<file path="config.mk">
export PLATFORM = sky130hd
export DESIGN_NAME = ldsau_ctrl
export DESIGN_NICKNAME = d
export VERILOG_FILES = /design/src/rtl/ldsau_pkg.sv /design/src/rtl/ldsau_ctrl.sv
export SDC_FILE = /design/constraint.sdc
export NUM_CORES = 1
export LEC_CHECK = 0
export BUFFER_PORTS_ARGS = -buffer_cell sky130_fd_sc_hd__buf_2
export CAP_MARGIN = 30
export CORE_AREA = 2 2 39 41
export CTS_CLUSTER_DIAMETER = 40
export CTS_CLUSTER_SIZE = 30
export DETAILED_ROUTE_END_ITERATION = 16
export DIE_AREA = 0 0 41 43
export PLACE_DENSITY = 0.35
export SKIP_LAST_GASP = 1
export SLEW_MARGIN = 20
export SYNTH_ARGS = -nofsm -noshare
export SYNTH_HDL_FRONTEND = slang
export SYNTH_SLANG_ARGS = --single-unit
export TNS_END_PERCENT = 30
</file>
<file path="constraint.sdc">
create_clock -name aclk -period 1.6 [get_ports aclk]
set_input_delay 0.08 -clock aclk [delete_from_list [all_inputs] [get_ports aclk]]
set_output_delay 0.08 -clock aclk [all_outputs]
set_load 0.05 [all_outputs]
</file>
<file path="src/rtl/ldsau_pkg.sv">
// Types and constants of the local data share access unit.
package ldsau_pkg;

    localparam int ADDR_W     = 32;
    localparam int DATA_W     = 64;
    localparam int BOUND_W    = 17;
    localparam int LIMIT_W    = 32;
    localparam int APB_ADDR_W = 3;
    localparam int APB_DATA_W = 32;
    localparam int LANES      = 8;

    localparam logic [3:0] CMD_WR8    = 4'd0;
    localparam logic [3:0] CMD_WR16   = 4'd1;
    localparam logic [3:0] CMD_WR32   = 4'd2;
    localparam logic [3:0] CMD_WR64   = 4'd3;
    localparam logic [3:0] CMD_WR2X32 = 4'd4;
    localparam logic [3:0] CMD_WR2X64 = 4'd5;
    localparam logic [3:0] CMD_RDI8   = 4'd6;
    localparam logic [3:0] CMD_RDU8   = 4'd7;
    localparam logic [3:0] CMD_RDI16  = 4'd8;
    localparam logic [3:0] CMD_RDU16  = 4'd9;
    localparam logic [3:0] CMD_RD32   = 4'd10;
    localparam logic [3:0] CMD_RD64   = 4'd11;
    localparam logic [3:0] CMD_RD2X32 = 4'd12;
    localparam logic [3:0] CMD_RD2X64 = 4'd13;

    localparam logic REG_MEMORY_TOP = 1'b0;
    localparam logic REG_LIMIT      = 1'b1;

    localparam logic [BOUND_W-1:0] MEMORY_TOP_RESET = 17'h1_0000;
    localparam logic [LIMIT_W-1:0] LIMIT_RESET      = 32'hFFFF_FFFF;

    typedef struct packed {
        logic [3:0]        cmd;
        logic [ADDR_W-1:0] base_address;
        logic [7:0]        offset_low;
        logic [7:0]        offset_high;
        logic [DATA_W-1:0] write_data_first;
        logic [DATA_W-1:0] write_data_second;
    } in_item_t;

    typedef struct packed {
        logic [DATA_W-1:0] read_data_first;
        logic [DATA_W-1:0] read_data_second;
        logic [1:0]        access_count;
        logic [ADDR_W-1:0] access_address_first;
        logic [ADDR_W-1:0] access_address_second;
        logic [3:0]        access_bytes;
        logic              access_is_write;
    } out_item_t;

    typedef struct packed {
        logic capture;
        logic mem_en;
        logic use_second;
        logic cap_first;
        logic load_out;
    } ctrl_cmd_t;

    typedef struct packed {
        logic is_pair;
    } dp_status_t;

endpackage

</file>
<file path="src/rtl/ldsau_ctrl.sv">
// Sequencing state machine of the local data share unit.
module ldsau_ctrl import ldsau_pkg::*; (
    input  logic       aclk,
    input  logic       aresetn,
    input  logic       s_valid,
    output logic       s_ready,
    output logic       m_valid,
    input  logic       m_ready,
    output ctrl_cmd_t  cmd,
    input  dp_status_t status
);

    localparam logic [1:0] ST_IDLE = 2'd0;
    localparam logic [1:0] ST_ACC0 = 2'd1;
    localparam logic [1:0] ST_ACC1 = 2'd2;
    localparam logic [1:0] ST_FIN  = 2'd3;

    logic [1:0] state_reg, state_next;
    logic       m_valid_reg, m_valid_next;

    always_comb begin
        state_next   = state_reg;
        m_valid_next = m_valid_reg & ~m_ready;
        cmd          = '0;
        case (state_reg)
            ST_IDLE: begin
                if (s_valid) begin
                    cmd.capture = 1'b1;
                    state_next  = ST_ACC0;
                end
            end
            ST_ACC0: begin
                cmd.mem_en = 1'b1;
                state_next = status.is_pair ? ST_ACC1 : ST_FIN;
            end
            ST_ACC1: begin
                cmd.mem_en     = 1'b1;
                cmd.use_second = 1'b1;
                cmd.cap_first  = 1'b1;
                state_next     = ST_FIN;
            end
            ST_FIN: begin
                if (!m_valid_reg || m_ready) begin
                    cmd.load_out = 1'b1;
                    m_valid_next = 1'b1;
                    state_next   = ST_IDLE;
                end
            end
            default: state_next = ST_IDLE;
        endcase
    end

    always_ff @(posedge aclk) begin
        if (!aresetn) begin
            state_reg   <= ST_IDLE;
            m_valid_reg <= 1'b0;
        end else begin
            state_reg   <= state_next;
            m_valid_reg <= m_valid_next;
        end
    end

    assign s_ready = (state_reg == ST_IDLE);
    assign m_valid = m_valid_reg;

endmodule

</file>
==> results.txt <==
----------------------------------------------------
[Synthesis]
  Area share of xor/xnor cells in the synthesized design ... 0
  Synthesized flop and latch total ... 3
  Most frequent cells after synthesis ... ha_1, dfxtp_1, nor2b_1
  Number of distinct library cell variants in the gate-level netlist after synthesis ... 15
  Cells taking the most area after synthesis ... dfxtp_1, ha_1, nor2b_1
  Adder and majority cell fraction of the synthesized area ... 0.212
  Synth Area in Simple Gates ... 0.233
  Combined area of all synthesized cells ... 236 µm²
  Syn Area/Cell ... 9.46 µm²
  Share of flip-flops with an asynchronous set or reset ... 0
  Share of Yosys cell area claimed by the top area cell type ... 0.254
  Multiplexer share of the synthesized area ... 0.0423
  Dominant cell by count in the synthesized netlist ... ha_1
  Dominant combinational cell family by area after synthesis ... simple AND/OR/NAND/NOR gates
  Seq/Total Area, Yosys ... 0.254
  Syn. warnings ... 0
  Number of enable-type register cells in the synthesized netlist ... 0
  Most used flip-flop cell after synthesis ... dfxtp_1
  Area fraction in compound gates after synthesis ... 0.164
  Post-synthesis cell type with the largest combined area ... dfxtp_1
  Post-Syn Nets ... 34
  Number of instances in the synthesized netlist ... 25

[Global route]
  Congestion Overflow GR ... 0
  Met3 capacity usage during global routing ... 0.0628
  Layer with the highest usage ... met2
  Global-route usage over all layers ... 0.0721
  Global-route wire length before repair ... 772 µm
  Met1 demand-to-capacity share in global routing ... 0.0764
  Via count of the first global-routing pass ... 194
  Antenna violations before repair ... 0
  Met2 routing resource usage after global routing ... 0.0938
  Maximum number of pins on one net before global-route repair ... 6

[STA]
  Hold slack final ... 0.102 ns
  Measured slew at the worst slew-check pin ... 0.249 ns
  Clock period minus final worst setup slack ... 1.41 ns
  Maximum clock frequency ... 707 MHz
  Count of final max-slew check failures ... 0
  Setup repair after global routing missed its margin ... no
  Fraction of the cycle the final worst path needs ... 0.884
  Final hold viol count ... 0
  Worst-case headroom to the max-slew limit ... 0.835
  Final total negative setup slack ... 0 ns
  Number of endpoints failing setup at the final stage ... 0
  Worst clock skew ... 0.00327 ns

[Status]
  Status ... finished, final reports clean

[Clocking]
  CTS H-tree depth ... 1
  Total setup buffers inserted after CTS ... 0
  TritonCTS clock tree ... done
  Clock transition at the registers of the reported paths ... 0.04 ns
  Number of buffers inserted during clock tree synthesis ... 3
  Clock tree root buffer cell ... clkbuf_4
  Hold buffers post-CTS ... 0
  Later-pin clock latency in the skew report ... 0.24 ns
  Number of clock sinks seen by CTS ... 3
  Cells resized by post-CTS repair ... 0
  Number of buffers on the longest clock path ... 2

[Run]
  Reported max-cap violation count ... 0

[Detailed routing]
  Total detailed-routing wirelength ... 508 µm
  Vias per std cell ... 4.02
  Total number of vias ... 217
  Antenna viol nets, final ... 0
  Detail-routed net length per standard cell ... 9.41 µm
  Iter 0 DRT Violations ... 1
  DRT Pass-1 Iters ... 4
  Final routed DRC violation total ... 0

[Power and ir drop]
  Peak supply drop ... 0.423 mV
  Power Density ... 2100 mW/mm²
  Standby leakage power ... 0.165 nW

[Setup path]
  Worst path required time ... 1.52 ns
  Arrival @ worst endpoint ... 1.33 ns
  Startpoint type of the worst setup path ... flip-flop
  Critical setup path kind ... flip-flop to output port
  Largest fanout on the critical path ... 5
  Capturing element type of the critical path ... output port

[Floorplan]
  Initial standard-cell utilization of the core ... 0.171
  Core region area ... 0.00138 mm²
  Full die area ... 0.00176 mm²
  Y dimension of the die ... 43 µm
  Top-Level Pins ... 12
  Horizontal extent of the die ... 41 µm
  Std-Cell Rows ... 14

[Layout]
  Max reg flops ... 2
  Area added between synthesis and finish ... 36.5%
  Diodes inserted ... 0
  Fill count ... 155
  Fraction of final layout cells with drive strength greater than 1 ... 0.421
  Total number of nets in the final design ... 48

[Min path]
  Worst min-delay path category ... input pin to flip-flop

[Place]
  GPL Wtd Cong ... 0.598
  Port buffer count ... 11

----------------------------------------------------
path summary, 6_finish.rpt:
kind | from | end | slack (ns) | cells after the start
worst min register to register | state_reg[1]$_SDFFE_PN0P_ | state_reg[1]$_SDFFE_PN0P_ | 0.57 | 2
worst min-delay path | aresetn | state_reg[0]$_SDFFE_PN0P_ | 0.10 | 2
worst max-delay path | state_reg[0]$_SDFFE_PN0P_ | cmd[4] | 0.19 | 4
worst max register to register | state_reg[0]$_SDFFE_PN0P_ | state_reg[0]$_SDFFE_PN0P_ | 0.29 | 4
cells by family after synthesis:
group	count (synthesis)
and+or+nand+nor	8
DFF	3
buffers and inverters	4
muxes	1
adders and majority gates	4
AOI/OAI and AO/OA	5
metal layers:
layer / routed length, µm / part of all wire / up-vias
li1: - / - / 109
met4: 0 / 0 / 0
met5: 0 / 0 / -
met3: 63 / 0.12 / 0
met2: 232 / 0.46 / 11
met1: 212 / 0.42 / 97
where the power goes:
group | switching (mW) | leakage (nW) | total (mW) | internal [mW]
Clock | 0.0447 | 0.0150 | 0.139 | 0.0938
Sequential | 0.0258 | 0.0246 | 0.121 | 0.0954
Combinational | 0.305 | 0.125 | 0.420 | 0.115
through the flow:
step / std cells / power, mW / utilization / cell area (µm²) / setup slack [ns]
floorplan: 25 / 0.500 / - / 236 / 0.0740
global placement: 50 / 0.545 / 0.214 / 297 / 0.293
detailed placement: 50 / 0.548 / 0.214 / 297 / 0.286
CTS: 54 / 0.693 / 0.233 / 323 / 0.170
global route: 54 / 0.730 / 0.233 / 323 / 0.118
finish: 54 / 0.679 / 0.233 / 323 / 0.186
placed cells by master, fill, tap and decap left out:
| cell type | n |
|---|---|
| buf_2 | 11 |
| ha_1 | 4 |
| nor2b_1 | 3 |
| clkbuf_4 | 3 |
| dfxtp_1 | 3 |
| inv_1 | 2 |
| o21a_1 | 2 |
| and2b_2 | 1 |
| and2_1 | 1 |
| and3b_4 | 1 |
| mux2i_1 | 1 |
| nor3_1 | 1 |
| o31a_1 | 1 |
| nand2_1 | 1 |
| o211ai_1 | 1 |
| o31ai_1 | 1 |
| clkbuf_1 | 1 |
worst max-delay path, stage by stage (launching register included):
cell	delay (ns)
dfxtp_1	0.39
inv_1	0.08
ha_1	0.26
and2_1	0.15
buf_2	0.20
cell type report:
| class | instances | area [µm²] | area share |
|---|---|---|---|
| multi-input combinational | 18 | 154 | 0.477 |
| sequential | 3 | 60.1 | 0.186 |
| timing repair buffer | 11 | 55.1 | 0.171 |
| clock buffer | 4 | 26.3 | 0.0814 |
| tap | 16 | 20.0 | 0.0620 |
| inverter | 2 | 7.51 | 0.0233 |
(Power assumes the default switching activity.)
