<file path="src/rtl/ldsau_pkg.sv">
// Types and constants of the local data share access unit.
package ldsau_pkg;

    localparam int ADDR_W     = 32;
    localparam int DATA_W     = 64;
    localparam int BOUND_W    = 17;
    localparam int LIMIT_W    = 32;
    localparam int APB_ADDR_W = 3;
    localparam int APB_DATA_W = 32;
    localparam int LANES      = 8;

    localparam logic [3:0] CMD_WR8    = 4'd0;
    localparam logic [3:0] CMD_WR16   = 4'd1;
    localparam logic [3:0] CMD_WR32   = 4'd2;
    localparam logic [3:0] CMD_WR64   = 4'd3;
    localparam logic [3:0] CMD_WR2X32 = 4'd4;
    localparam logic [3:0] CMD_WR2X64 = 4'd5;
    localparam logic [3:0] CMD_RDI8   = 4'd6;
    localparam logic [3:0] CMD_RDU8   = 4'd7;
    localparam logic [3:0] CMD_RDI16  = 4'd8;
    localparam logic [3:0] CMD_RDU16  = 4'd9;
    localparam logic [3:0] CMD_RD32   = 4'd10;
    localparam logic [3:0] CMD_RD64   = 4'd11;
    localparam logic [3:0] CMD_RD2X32 = 4'd12;
    localparam logic [3:0] CMD_RD2X64 = 4'd13;

    localparam logic REG_MEMORY_TOP = 1'b0;
    localparam logic REG_LIMIT      = 1'b1;

    localparam logic [BOUND_W-1:0] MEMORY_TOP_RESET = 17'h1_0000;
    localparam logic [LIMIT_W-1:0] LIMIT_RESET      = 32'hFFFF_FFFF;

    typedef struct packed {
        logic [3:0]        cmd;
        logic [ADDR_W-1:0] base_address;
        logic [7:0]        offset_low;
        logic [7:0]        offset_high;
        logic [DATA_W-1:0] write_data_first;
        logic [DATA_W-1:0] write_data_second;
    } in_item_t;

    typedef struct packed {
        logic [DATA_W-1:0] read_data_first;
        logic [DATA_W-1:0] read_data_second;
        logic [1:0]        access_count;
        logic [ADDR_W-1:0] access_address_first;
        logic [ADDR_W-1:0] access_address_second;
        logic [3:0]        access_bytes;
        logic              access_is_write;
    } out_item_t;

    typedef struct packed {
        logic capture;
        logic mem_en;
        logic use_second;
        logic cap_first;
        logic load_out;
    } ctrl_cmd_t;

    typedef struct packed {
        logic is_pair;
    } dp_status_t;

endpackage

</file>
<file path="src/rtl/ldsau_cfg.sv">
// APB configuration registers and access bound of the local data share unit.
module ldsau_cfg import ldsau_pkg::*; #(
    parameter int MEMORY_BYTES = 65536
) (
    input  logic                  aclk,
    input  logic                  aresetn,
    input  logic                  psel,
    input  logic                  penable,
    input  logic                  pwrite,
    input  logic [APB_ADDR_W-1:0] paddr,
    input  logic [APB_DATA_W-1:0] pwdata,
    output logic [APB_DATA_W-1:0] prdata,
    output logic                  pready,
    output logic [BOUND_W-1:0]    bound
);

    localparam logic [BOUND_W-1:0] MEM_BOUND = BOUND_W'(MEMORY_BYTES);

    logic [BOUND_W-1:0] top_reg, top_next;
    logic [LIMIT_W-1:0] limit_reg, limit_next;
    logic [BOUND_W-1:0] bound_reg, bound_next;
    logic               wr_en;

    assign wr_en = psel & penable & pwrite;

    always_comb begin
        top_next   = top_reg;
        limit_next = limit_reg;
        if (wr_en) begin
            case (paddr[2])
                REG_MEMORY_TOP: top_next   = pwdata[BOUND_W-1:0];
                REG_LIMIT:      limit_next = pwdata[LIMIT_W-1:0];
                default: ;
            endcase
        end
    end

    always_comb begin
        bound_next = top_next;
        if (limit_next < {{(LIMIT_W-BOUND_W){1'b0}}, bound_next}) begin
            bound_next = limit_next[BOUND_W-1:0];
        end
        if (MEM_BOUND < bound_next) begin
            bound_next = MEM_BOUND;
        end
    end

    always_ff @(posedge aclk) begin
        if (!aresetn) begin
            top_reg   <= MEMORY_TOP_RESET;
            limit_reg <= LIMIT_RESET;
            bound_reg <= MEM_BOUND;
        end else begin
            top_reg   <= top_next;
            limit_reg <= limit_next;
            bound_reg <= bound_next;
        end
    end

    always_comb begin
        case (paddr[2])
            REG_MEMORY_TOP: prdata = {{(APB_DATA_W-BOUND_W){1'b0}}, top_reg};
            REG_LIMIT:      prdata = limit_reg;
            default:        prdata = '0;
        endcase
    end

    assign pready = 1'b1;
    assign bound  = bound_reg;

endmodule

</file>
<file path="config.mk">
export PLATFORM = sky130hd
export DESIGN_NAME = ldsau_cfg
export DESIGN_NICKNAME = d
export VERILOG_FILES = /design/src/rtl/ldsau_pkg.sv /design/src/rtl/ldsau_cfg.sv
export SDC_FILE = /design/constraint.sdc
export NUM_CORES = 1
export LEC_CHECK = 0
export ABC_AREA = 1
export BUFFER_PORTS_ARGS = -buffer_cell sky130_fd_sc_hd__buf_4
export CORE_ASPECT_RATIO = 2
export CORE_MARGIN = 2
export CORE_UTILIZATION = 47
export CTS_CLUSTER_SIZE = 20
export DETAILED_ROUTE_END_ITERATION = 16
export PLACE_DENSITY_LB_ADDON = 0.1
export SYNTH_ARGS = -nofsm -noshare
export SYNTH_HDL_FRONTEND = slang
export SYNTH_SLANG_ARGS = --single-unit
</file>
<file path="constraint.sdc">
create_clock -name aclk -period 5.2 [get_ports aclk]
set_clock_uncertainty 0.05 [all_clocks]
set_input_delay 1.04 -clock aclk [delete_from_list [all_inputs] [get_ports aclk]]
set_output_delay 1.04 -clock aclk [all_outputs]
set_load 0.02 [all_outputs]
</file>
==> impl_results.md, run 1 <==
- Crit-path max FO: 19
- Internal power: 993 uW
- Clock group share of total power: 45.7%
- Proportion of layout cells with a drive suffix above 1: 22.7%
- Die area: 0.00830 mm^2
- Synth-to-Final Area Change: 28.0%
- Fraction of power spent switching nets: 25.2%
- Portion of synthesized cell area occupied by the leading cell type: 37.2%
- Flip-flop count of the largest register, all copies and words added: 32
- Initial Util: 48.8%
- Global-route wire length before repair: 14.2 mm
- Clock latency on the worst-skew pair: 0.33 ns
- Width of the chip: 65.4 um
- Critical Setup Path Class: in -> reg
- Most repeated cell in the gate-level netlist after synthesis: sky130_fd_sc_hd__nand2_1
- Number of enable flip-flop cells after synthesis: 0
- Sink Count: 66
- Number of H-tree levels: 3
- Static Leak: 0.00249 uW
- Via total after detailed routing: 3,372
- Pins over their slew limit: 0
- Layout fillers: 718
- Post-Synth Simple-Gate Area: 30.4%
- Class of the tightest hold or removal check: reg -> reg
- Syn nets: 579
- Final net count: 660
- Area share of fa/ha/maj cells after synthesis: 5.64%
- Total of flip-flops plus latches after synthesis: 66
- Half-perimeter wire length after placement: 6.45 mm
- Mux share of post-synthesis cell area: 4.66%
- Initial antenna violation count: 0
- Achievable frequency: 226 MHz
- 1st-pass router iterations: 5
- Max-slew headroom at the worst pin: 49.0%
- Clock slew at reported path FFs: 0.05 ns
- Die Span Y: 127 um
- Max-cap viol count: 0
- Xor and xnor fraction of the mapped netlist area: 0%
- Buffer type at the clock tree root: sky130_fd_sc_hd__clkbuf_16
- Share of flip-flops with an asynchronous set or reset: 0%
- I/O pin count: 90
- Final cell count without fillers: 701
- Slew at the pin with the worst max-slew slack: 0.763 ns
- Number of standard cells after synthesis: 523
- Fraction of power consumed by sequential logic: 39.4%
- Site row count: 44
- Yosys warning count: 0
- Routability cong.: 0.874
- GRT overflow: 0
- Synth Area in Compound Gates: 8.25%
- Kind of start point of the critical path: input port
- Mean cell area of the mapped netlist: 6.78 um^2
- Final worst-path cycle share: 85.0%
- Total power density per cell area: 293 mW/mm^2
- Number of failing setup endpoints in the final timing report: 0
- Post-CTS Repair Setup Buffers: 0
- Number of distinct library cells after synthesis: 30
- Post-Route Setup TNS: 0 ns
- Cell types occupying the most area after synthesis: sky130_fd_sc_hd__dfxtp_1, sky130_fd_sc_hd__nand2_1, sky130_fd_sc_hd__inv_1
- Area of the mapped netlist: 0.00355 mm^2
- Final hold violation count: 0
- Largest family of logic cells by synthesized area: simple AND/OR/NAND/NOR gates
- Top cells by count, synth: sky130_fd_sc_hd__nand2_1, sky130_fd_sc_hd__inv_1, sky130_fd_sc_hd__dfxtp_1
- Worst endpoint required time: 5.41 ns
- IO buf count: 86
- Share of synthesized area occupied by flip-flops and latches: 37.2%
- Residual DRC: 0
- Unrepaired setup endpoints after global routing: false
- GRT Util Overall: 22.7%
- Net switching power of the design: 335 uW
- Maximum number of pins on one net before global-route repair: 45
- Remaining antenna violation count after routing: 0
- TritonCTS Buffers: 9
- Run status: completed
- Part of the total power dissipated in combinational logic: 15.0%
- Quantity of gates resized following cts: 0
- Cell taking the most area after synthesis: sky130_fd_sc_hd__dfxtp_1
- Peak supply drop: 0.205 mV
- CTS tree: done
- WL per Instance: 12.7 um
- Worst path arrival time: 4.63 ns
- Diodes inserted: 0
- Hold-fix buffers at CTS: 0
- Element type at the critical path end: flop
- Core Footprint: 0.00727 mm^2
- Post-route minimum period: 4.42 ns
- Placed Cells incl. Taps: 685
- DRT Wirelength: 8.88 mm
- Maximum buffer depth of the clock tree: 2
- Number of DRC markers in iteration 0: 130
- Vias in the first global route: 3,199
- Top flip-flop cell by instance count after synthesis: sky130_fd_sc_hd__dfxtp_1
- Vias per Instance: 4.81
==> cell families after synthesis <==
kind of cell / Yosys count
mux: 16
fa+ha+maj: 16
compound gates: 54
buf+inv: 118
simple gates: 252
other cells: 1
flops: 66
==> critical path, stage by stage <==
cell                       delay [ns]
sky130_fd_sc_hd__buf_4           0.09
sky130_fd_sc_hd__nand2_2         0.08
sky130_fd_sc_hd__nor2_8          0.13
sky130_fd_sc_hd__nand2_1         0.34
sky130_fd_sc_hd__buf_4           0.34
sky130_fd_sc_hd__o21ai_0         0.33
sky130_fd_sc_hd__ha_1            0.33
sky130_fd_sc_hd__nand4_1         0.13
sky130_fd_sc_hd__nor2_1          0.06
sky130_fd_sc_hd__nor3_1          0.14
sky130_fd_sc_hd__a21boi_0        0.21
sky130_fd_sc_hd__nand2_1         0.13
sky130_fd_sc_hd__nand2_4         0.09
sky130_fd_sc_hd__nand2_4         0.13
sky130_fd_sc_hd__nand2_1         0.09
sky130_fd_sc_hd__o21ai_0         0.08
sky130_fd_sc_hd__buf_4           0.15
sky130_fd_sc_hd__nor2_1          0.08
sky130_fd_sc_hd__nand2_1         0.05
sky130_fd_sc_hd__nor2_1          0.09
sky130_fd_sc_hd__nand2_1         0.06
sky130_fd_sc_hd__nand2_1         0.07
sky130_fd_sc_hd__nand2_2         0.20
sky130_fd_sc_hd__nor2_1          0.17
==> layer usage <==
| layer | part of all wire, % | up-vias | global-route usage, % |
|---|---|---|---|
| met5 | 0 | - | 0 |
| met4 | 2.8 | 0 | 11.9 |
| met3 | 4.9 | 15 | 4.34 |
| met2 | 56 | 82 | 44.4 |
| met1 | 36 | 1536 | 20.8 |
| li1 | - | 1739 | - |
==> cells in the final DEF (no fill, tap or decap) <==
master,n
sky130_fd_sc_hd__o21ai_1,1
sky130_fd_sc_hd__a21oi_1,6
sky130_fd_sc_hd__nand2_1,164
sky130_fd_sc_hd__mux2_2,4
sky130_fd_sc_hd__nor2_8,1
sky130_fd_sc_hd__clkinvlp_4,1
sky130_fd_sc_hd__inv_1,93
sky130_fd_sc_hd__nor3_1,2
sky130_fd_sc_hd__inv_2,1
sky130_fd_sc_hd__nand2_4,3
sky130_fd_sc_hd__clkinv_2,3
sky130_fd_sc_hd__conb_1,1
sky130_fd_sc_hd__a21boi_0,1
sky130_fd_sc_hd__or2_2,7
sky130_fd_sc_hd__and3_1,1
sky130_fd_sc_hd__nand4_1,4
sky130_fd_sc_hd__o21ai_0,38
sky130_fd_sc_hd__buf_4,94
sky130_fd_sc_hd__ha_1,16
sky130_fd_sc_hd__nor2_1,37
sky130_fd_sc_hd__bufinv_16,1
sky130_fd_sc_hd__clkbuf_8,2
sky130_fd_sc_hd__nand2_2,2
sky130_fd_sc_hd__clkbuf_16,9
sky130_fd_sc_hd__and2_1,1
sky130_fd_sc_hd__o21a_1,7
sky130_fd_sc_hd__dfxtp_1,66
sky130_fd_sc_hd__nand3b_1,1
sky130_fd_sc_hd__mux2i_1,12
sky130_fd_sc_hd__nand3_1,19
sky130_fd_sc_hd__a211oi_1,1
sky130_fd_sc_hd__nor2_2,10
==> power by group through the flow <==
stage | Clock [uW] | Sequential (uW) | Combinational, uW
CTS | 620 | 523 | 201
detailed placement | 0 | 534 | 200
global placement | 0 | 533 | 196
global route | 639 | 524 | 222
floorplan | 0 | 535 | 122
finish | 606 | 523 | 199
==> final timing paths <==
| kind | endpoint | start | depth (start not counted) | slack (ns) |
|---|---|---|---|---|
| max reg2reg | bound[5] | top_reg[9] | 22 | 2.06 |
| min | limit_reg[30] | limit_reg[30] | 2 | 0.44 |
| min reg2reg | limit_reg[30] | limit_reg[30] | 2 | 0.44 |
| max | bound[5] | psel | 24 | 0.78 |
==> cell type report <==
type / instances / area (um^2) / share of cell area, %
multi-input combinational: 339 / 1740 / 38.3
clock inverter: 5 / 52.6 / 1.16
clock buffer: 11 / 253 / 5.57
sequential: 66 / 1320 / 29.1
inverter: 94 / 353 / 7.77
tap: 92 / 115 / 2.54
timing repair buffer: 94 / 706 / 15.5
==> metrics by stage <==
step           hold slack [ns]  worst slack [ns]  power [uW]  util, %  instance area, um^2
6_report                 0.441             0.779        1330     62.5                 4540
5_1_grt                  0.465             0.387        1380     62.5                 4540
4_1_cts                  0.438             0.793        1340     62.5                 4540
3_5_place_dp             0.434             0.456         733     58.3                 4230
3_3_place_gp             0.418             0.559         729     58.3                 4230
2_1_floorplan            0.408             0.931         657        -                 3550
Power figures use the tool's default switching activity.
==> run 2, diff against run 1 <==
--- a/config.mk
+++ b/config.mk
@@ -5,7 +5,6 @@
 export SDC_FILE = /design/constraint.sdc
 export NUM_CORES = 1
 export LEC_CHECK = 0
-export ABC_AREA = 1
 export BUFFER_PORTS_ARGS = -buffer_cell sky130_fd_sc_hd__buf_4
 export CORE_ASPECT_RATIO = 2
 export CORE_MARGIN = 2
==> run 2 against run 1 <==
Compared with the run above: register-to-register slack better by 0.17 ns; worst setup slack better by 0.022 ns; routed wire length is 4.2% higher; global-route usage is 2.0 points higher; synthesized area is 5.5% lower; cell area is 3.5% lower; flip-flop and latch count stayed put; hold slack worse by 0.014 ns; non-clock buffer count is 1 higher; fmax is 0.50% higher.
==> impl_results.md, run 2 <==
- Via total after detailed routing: 3,028 (was 3,372)
- Flip-flop count of the largest register, all copies and words added: 32 (unchanged)
- Total of flip-flops plus latches after synthesis: 66 (unchanged)
- Commonest non-fill, non-tap cells in the layout: sky130_fd_sc_hd__buf_4, sky130_fd_sc_hd__dfxtp_1, sky130_fd_sc_hd__nand2_1, sky130_fd_sc_hd__nor2_1, sky130_fd_sc_hd__mux2i_1 (was sky130_fd_sc_hd__nand2_1, sky130_fd_sc_hd__buf_4, sky130_fd_sc_hd__inv_1, sky130_fd_sc_hd__dfxtp_1, sky130_fd_sc_hd__o21ai_0)
- Commonest non-fill, non-tap cell in the layout: sky130_fd_sc_hd__buf_4 (was sky130_fd_sc_hd__nand2_1)
- WL per Instance: 16.8 um (was 12.7 um)
- Vias per Instance: 5.49 (was 4.81)
- Top flip-flop cell by instance count after synthesis: sky130_fd_sc_hd__dfxtp_1 (unchanged)
- Core Footprint: 0.00694 mm^2 (was 0.00727 mm^2)
- Number of DRC markers in iteration 0: 129 (was 130)
- Highest Signal Layer: met4 (unchanged)
- Mean cell area of the mapped netlist: 8.94 um^2 (was 6.78 um^2)
- IO buf count: 86 (unchanged)
- Class of the tightest hold or removal check: reg -> reg (unchanged)
- Max-slew headroom at the worst pin: 21.6% (was 49.0%)
- Launching point of the worst reg2reg path: limit_reg[16] (was top_reg[9])
- Die area: 0.00786 mm^2 (was 0.00830 mm^2)
- Initial Util: 48.3% (was 48.8%)
- Kind of start point of the critical path: input port (unchanged)
- Crit-path max FO: 18 (was 19)
- TritonCTS Buffers: 9 (unchanged)
- Number of failing setup endpoints in the final timing report: 0 (unchanged)
- Quantity of gates resized following cts: 0 (unchanged)
- Post-CTS Repair Setup Buffers: 0 (unchanged)
- Layout fillers: 612 (was 718)
- Half-perimeter wire length after placement: 6.95 mm (was 6.45 mm)
- Share of flip-flops with an asynchronous set or reset: 0% (unchanged)
- Most repeated cell in the gate-level netlist after synthesis: sky130_fd_sc_hd__dfxtp_1 (was sky130_fd_sc_hd__nand2_1)
- Buffer type at the clock tree root: sky130_fd_sc_hd__clkbuf_16 (unchanged)
- Achievable frequency: 227 MHz (was 226 MHz)
- R2R setup slack: 2.23 ns (was 2.06 ns)
- Run status: completed (unchanged)
- Residual DRC: 0 (unchanged)
- Area of the mapped netlist: 0.00335 mm^2 (was 0.00355 mm^2)
- Pins over their slew limit: 0 (unchanged)
- Global-route wire length before repair: 14.6 mm (was 14.2 mm)
- GRT Util Overall: 24.6% (was 22.7%)
- R2R depth: 10 (was 22)
- Number of enable flip-flop cells after synthesis: 0 (unchanged)
- Final worst-path cycle share: 84.6% (was 85.0%)
- Fin util: 63.1% (was 62.5%)
- Element type at the critical path end: flop (unchanged)
- Number of cells traversed by the worst hold path: 2 (unchanged)
- Number of distinct library cells after synthesis: 34 (was 30)
- Diodes inserted: 0 (unchanged)
- Share of synthesized area occupied by flip-flops and latches: 39.4% (was 37.2%)
- Slew at the pin with the worst max-slew slack: 1.17 ns (was 0.763 ns)
- Maximum number of pins on one net before global-route repair: 36 (was 45)
- Synth-to-Final Area Change: 30.7% (was 28.0%)
- Syn nets: 431 (was 579)
- Critical Setup Path Class: in -> reg (unchanged)
- Width of the chip: 63.7 um (was 65.4 um)
- Site row count: 43 (was 44)
- Maximum buffer depth of the clock tree: 2 (unchanged)
- Hold-fix buffers at CTS: 0 (unchanged)
- Metal2 WL: 4.83 mm (was 4.97 mm)
- Yosys warning count: 0 (unchanged)
- Sink Count: 66 (unchanged)
- Worst path arrival time: 4.51 ns (was 4.63 ns)
- CTS tree: done (unchanged)
- GRT overflow: 0 (unchanged)
- Final net count: 513 (was 660)
- Max-cap viol count: 0 (unchanged)
- Post-Route Setup TNS: 0 ns (unchanged)
- Unrepaired setup endpoints after global routing: false (unchanged)
- 1st-pass router iterations: 4 (was 5)
- Number of H-tree levels: 3 (unchanged)
- Final cell count without fillers: 552 (was 701)
- Clock slew at reported path FFs: 0.05 ns (about the same)
- Final hold violation count: 0 (unchanged)
- I/O pin count: 90 (unchanged)
- Cell taking the most area after synthesis: sky130_fd_sc_hd__dfxtp_1 (unchanged)
- Portion of synthesized cell area occupied by the leading cell type: 39.4% (was 37.2%)
- Startpoint of the lowest-slack hold path: limit_reg[28] (was limit_reg[30])
- Top cells by count, synth: sky130_fd_sc_hd__dfxtp_1, sky130_fd_sc_hd__nand2_1, sky130_fd_sc_hd__nor2_1 (was sky130_fd_sc_hd__nand2_1, sky130_fd_sc_hd__inv_1, sky130_fd_sc_hd__dfxtp_1)
- Routability cong.: 0.862 (was 0.874)
- Worst endpoint required time: 5.31 ns (was 5.41 ns)
- Post-route minimum period: 4.40 ns (was 4.42 ns)
- Hold Path Sink: limit_reg[28] (was limit_reg[30])
- Vias in the first global route: 2,945 (was 3,199)
- Total length of routed met3 wires: 472 um (was 436 um)
- Die Span Y: 123 um (was 127 um)
- Peak supply drop: 0.283 mV (was 0.205 mV)
- Number of standard cells after synthesis: 375 (was 523)
- DRT Wirelength: 9.25 mm (was 8.88 mm)
- Initial antenna violation count: 0 (unchanged)
- WL met1: 3.60 mm (was 3.22 mm)
- Worst R2R End: bound[4] (was bound[5])
- Clock latency on the worst-skew pair: 0.33 ns (about the same)
- Static Leak: 0.00193 uW (was 0.00249 uW)
- Cell types occupying the most area after synthesis: sky130_fd_sc_hd__dfxtp_1, sky130_fd_sc_hd__mux2i_1, sky130_fd_sc_hd__nand2_1 (was sky130_fd_sc_hd__dfxtp_1, sky130_fd_sc_hd__nand2_1, sky130_fd_sc_hd__inv_1)
- Placed Cells incl. Taps: 536 (was 685)
- Total power density per cell area: 311 mW/mm^2 (was 293 mW/mm^2)
- Remaining antenna violation count after routing: 0 (unchanged)
- Proportion of layout cells with a drive suffix above 1: 30.1% (was 22.7%)
-- run 2: cell count changes in the layout (fill, tap and decap cells not counted), moves of 7 or more --
cell                        change
sky130_fd_sc_hd__o21a_1         -7
sky130_fd_sc_hd__mux2i_1       +24
sky130_fd_sc_hd__and2_1        +15
sky130_fd_sc_hd__mux2_2        +14
sky130_fd_sc_hd__or2_2          -7
sky130_fd_sc_hd__o21ai_0       -33
sky130_fd_sc_hd__nor4_1        +17
sky130_fd_sc_hd__nor2_2        -10
sky130_fd_sc_hd__a2111oi_2      +9
sky130_fd_sc_hd__nand2_1      -109
sky130_fd_sc_hd__inv_1         -74
-- run 2: per-layer routing --
metal | vias up | GRT usage [%]
li1 | 1478 | -
met1 | 1410 | 26.2
met2 | 113 | 44.1
met3 | 27 | 6.01
met4 | 0 | 13.3
met5 | - | 0
-- run 2: area by class of cell --
class,instances,area [um^2],area share (%)
timing repair buffer,95,713,16.3
inverter,19,71.3,1.63
multi-input combinational,266,1840,42.1
sequential,66,1320,30.2
clock inverter,5,77.6,1.77
clock buffer,11,243,5.54
tap,90,113,2.57
-- run 2: worst max path at each step --
stage	start	endpoint	slack [ns]	cells past startpoint
floorplan	paddr[2]	bound[5]	1.02	15
global placement	paddr[2]	bound[1]	0.45	12
detailed placement	paddr[2]	bound[4]	0.50	13
CTS	paddr[2]	bound[4]	0.83	13
global route	paddr[2]	bound[4]	0.61	13
finish	paddr[2]	bound[4]	0.80	13
-- run 2: power breakdown --
group          internal, uW  leakage [uW]  switching, uW  total [uW]
clock                   431      0.000156            217         647
sequential              518      0.000536           8.61         527
combinational          83.2       0.00124            107         190
-- run 2: stage by stage --
step	cell area [um^2]	hold slack (ns)	power (uW)	worst slack (ns)
3_3_place_gp	4060	0.414	726	0.448
3_5_place_dp	4060	0.421	728	0.495
4_1_cts	4380	0.431	1380	0.831
5_1_grt	4380	0.450	1410	0.606
2_1_floorplan	3350	0.396	649	1.02
6_report	4380	0.427	1360	0.802
-- run 2: kinds of logic (layout without fill, tap and decap cells) --
logic type                 Yosys count  after routing  synth area share [%]
AOI/OAI and AO/OA                   35             35                  9.41
adders and majority gates           16             16                  5.97
buffers and inverters               43            130                  5.60
DFF                                 66             66                  39.4
muxes                               55             55                  17.2
other                                1              1                 0.112
and+or+nand+nor                    159            159                  22.2
-- run 2: critical path, cell delays in order --
cell and delay, ns:
sky130_fd_sc_hd__buf_4 0.18, sky130_fd_sc_hd__and4_1 0.65, sky130_fd_sc_hd__buf_4 0.28, sky130_fd_sc_hd__mux2i_1 0.27
sky130_fd_sc_hd__inv_1 0.09, sky130_fd_sc_hd__ha_1 0.30, sky130_fd_sc_hd__nand2_1 0.07, sky130_fd_sc_hd__nor4_1 0.29
sky130_fd_sc_hd__o211ai_1 0.16, sky130_fd_sc_hd__o221ai_2 0.27, sky130_fd_sc_hd__buf_4 0.30, sky130_fd_sc_hd__nor2_1 0.06
sky130_fd_sc_hd__a2111oi_0 0.54
==> run 3, diff against run 2 <==
==> constraint.sdc (replaced) <==
create_clock -name aclk -period 3.6 [get_ports aclk]
set_clock_uncertainty 0.05 [all_clocks]
set_input_delay 0.72 -clock aclk [delete_from_list [all_inputs] [get_ports aclk]]
set_output_delay 0.72 -clock aclk [all_outputs]
set_load 0.02 [all_outputs]
==> run 3 against run 2 <==
Compared with the run above: sequential share of layout area is 2.9 points lower; total power is 45% higher; critical path type unchanged; register-to-register slack got worse by 1.5 ns.
==> impl_results.md, run 3 (same netlist as run 2, synthesis figures left out) <==
- Initial antenna violation count: 0 (unchanged)
- 1st-pass router iterations: 4 (unchanged)
- Overall power after layout: 1980 uW (was 1360 uW)
- Achievable frequency: 282 MHz
- Worst endpoint required time: 3.76 ns (was 5.31 ns)
- Total power density per cell area: 409 mW/mm^2 (was 311 mW/mm^2)
- Element type at the critical path end: flop (unchanged)
- Diodes inserted: 0 (unchanged)
- Number of failing setup endpoints in the final timing report: 0 (unchanged)
- Initial Util: 48.3% (unchanged)
- Crit-path max FO: 7 (was 18)
- Peak supply drop: 0.327 mV (was 0.283 mV)
- Remaining antenna violation count after routing: 0 (unchanged)
- Flip-flop count of the largest register, all copies and words added: 32 (unchanged)
- Max-slew headroom at the worst pin: 38.9% (was 21.6%)
- R2R depth: 10 (unchanged)
- Number of cells traversed by the worst hold path: 2 (unchanged)
- Final net count: 563 (was 513)
- Vias per Instance: 5.39 (was 5.49)
- Final hold violation count: 0 (unchanged)
- I/O pin count: 90 (unchanged)
- Kind of start point of the critical path: input port (unchanged)
- Synth-to-Final Area Change: 44.4% (was 30.7%)
- Final cell count without fillers: 601 (was 552)
- Residual DRC: 0 (unchanged)
- GRT Util Overall: 25.7% (was 24.6%)
- Slew at the pin with the worst max-slew slack: 0.916 ns (was 1.17 ns)
- Number of DRC markers in iteration 0: 139 (was 129)
- Final worst-path cycle share: 98.4%
- CTS tree: done (unchanged)
- Smallest setup slack after layout: 0.0578 ns (was 0.802 ns)
- Launching point of the worst reg2reg path: limit_reg[7] (was limit_reg[16])
- Pins over their slew limit: 0 (unchanged)
- Worst R2R End: bound[14] (was bound[4])
- Post-Route Setup TNS: 0 ns (unchanged)
- GRT overflow: 0 (unchanged)
- Startpoint of the lowest-slack hold path: limit_reg[28] (unchanged)
- Half-perimeter wire length after placement: 7.46 mm (was 6.95 mm)
- Via total after detailed routing: 3,241 (was 3,028)
- Die Span Y: 123 um (unchanged)
- Buffer type at the clock tree root: sky130_fd_sc_hd__clkbuf_16 (unchanged)
- IO buf count: 86 (unchanged)
- Worst path arrival time: 3.70 ns (was 4.51 ns)
- Max-cap viol count: 0 (unchanged)
- Proportion of layout cells with a drive suffix above 1: 39.3% (was 30.1%)
- Clock latency on the worst-skew pair: 0.33 ns (about the same)
- Placed Cells incl. Taps: 585 (was 536)
- Sink Count: 66 (unchanged)
- Clock slew at reported path FFs: 0.05 ns (about the same)
- R2R setup slack: 0.68 ns (was 2.23 ns)
- Critical Setup Path Class: in -> reg (unchanged)
- Commonest non-fill, non-tap cell in the layout: sky130_fd_sc_hd__buf_4 (unchanged)
- Die area: 0.00786 mm^2 (unchanged)
- Hold Path Sink: limit_reg[28] (unchanged)
- Run status: completed (unchanged)
- TritonCTS Buffers: 9 (unchanged)
- Site row count: 43 (unchanged)
- WL per Instance: 16.2 um (was 16.8 um)
- Post-route minimum period: 3.54 ns
- Class of the tightest hold or removal check: reg -> reg (unchanged)
- Commonest non-fill, non-tap cells in the layout: sky130_fd_sc_hd__buf_4, sky130_fd_sc_hd__dfxtp_1, sky130_fd_sc_hd__nand2_1, sky130_fd_sc_hd__nor2_1, sky130_fd_sc_hd__mux2i_1 (unchanged)
- Maximum buffer depth of the clock tree: 2 (unchanged)
- Vias in the first global route: 3,169 (was 2,945)
- Width of the chip: 63.7 um (unchanged)
- Number of H-tree levels: 3 (unchanged)
- DRT Wirelength: 9.71 mm (was 9.25 mm)
- Global-route wire length before repair: 15.2 mm (was 14.6 mm)
- Routability cong.: 0.922 (was 0.862)
- Maximum number of pins on one net before global-route repair: 36 (unchanged)
- Pre-CTS setup slack: -0.422 ns (was 0.495 ns)
- Static Leak: 0.00217 uW (was 0.00193 uW)
- Hold-fix buffers at CTS: 0 (unchanged)
- Layout fillers: 567 (was 612)
- Core Footprint: 0.00694 mm^2 (unchanged)
==> run 3: how the worst max path moves through the flow <==
stage	startpoint	to	slack, ns	cells after the start
final	paddr[2]	bound[14]	0.06	13
after global routing	paddr[2]	bound[14]	-0.08	13
after CTS	paddr[2]	bound[15]	0.007	14
after detailed placement	paddr[2]	bound[3]	-0.42	13
after global placement	paddr[2]	bound[3]	-0.48	13
after floorplan	paddr[2]	bound[5]	-0.04	15
==> run 3: metrics by stage <==
stage / hold WS [ns] / cell area [um^2] / utilization [%]
final: 0.422 / 4840 / 69.7
after global routing: 0.454 / 4840 / 69.7
after CTS: 0.427 / 4780 / 68.8
after detailed placement: 0.421 / 4450 / 64.2
after global placement: 0.411 / 4450 / 64.2
after floorplan: 0.396 / 3400 / -
==> run 3: critical path, stage by stage <==
cell                        delay [ns]
sky130_fd_sc_hd__buf_4            0.11
sky130_fd_sc_hd__and4_4           0.25
sky130_fd_sc_hd__buf_4            0.17
sky130_fd_sc_hd__mux2i_2          0.23
sky130_fd_sc_hd__inv_1            0.09
sky130_fd_sc_hd__ha_1             0.33
sky130_fd_sc_hd__a211oi_2         0.23
sky130_fd_sc_hd__o211ai_1         0.16
sky130_fd_sc_hd__a211oi_2         0.29
sky130_fd_sc_hd__o221ai_2         0.19
sky130_fd_sc_hd__mux2_4           0.40
sky130_fd_sc_hd__buf_4            0.17
sky130_fd_sc_hd__a2111oi_2        0.36
==> run 3: area by class of cell <==
type / count / area, um^2 / share of cell area [%]
clock buffer: 13 / 270 / 5.58
clock inverter: 2 / 35.0 / 0.724
inverter: 19 / 71.3 / 1.47
multi-input combinational: 266 / 1930 / 39.8
sequential: 66 / 1320 / 27.3
tap: 90 / 113 / 2.33
timing repair buffer: 145 / 1100 / 22.8
==> run 3: metal layers <==
metal	part of all wire (%)	wire length, um	GRT usage (%)	vias up
met5	0	0	0	-
met4	4.6	444	16.6	0
met3	4.4	425	4.64	35
met2	53	5160	47.4	110
met1	38	3680	26.1	1515
li1	-	-	-	1581
==> run 3: power breakdown <==
group / total [uW] / internal [uW] / switching (uW)
sequential: 761 / 749 / 12.3
combinational: 328 / 158 / 170
clock: 891 / 587 / 304
==> run 3: what timing repair did <==
| item | CTS | global route |
|---|---|---|
| setup endpoints to repair | 13 | 17 |
| buffers inserted | 0 | 1 |
| resized for setup | 5 | 15 |
| pin swaps | 0 | 3 |
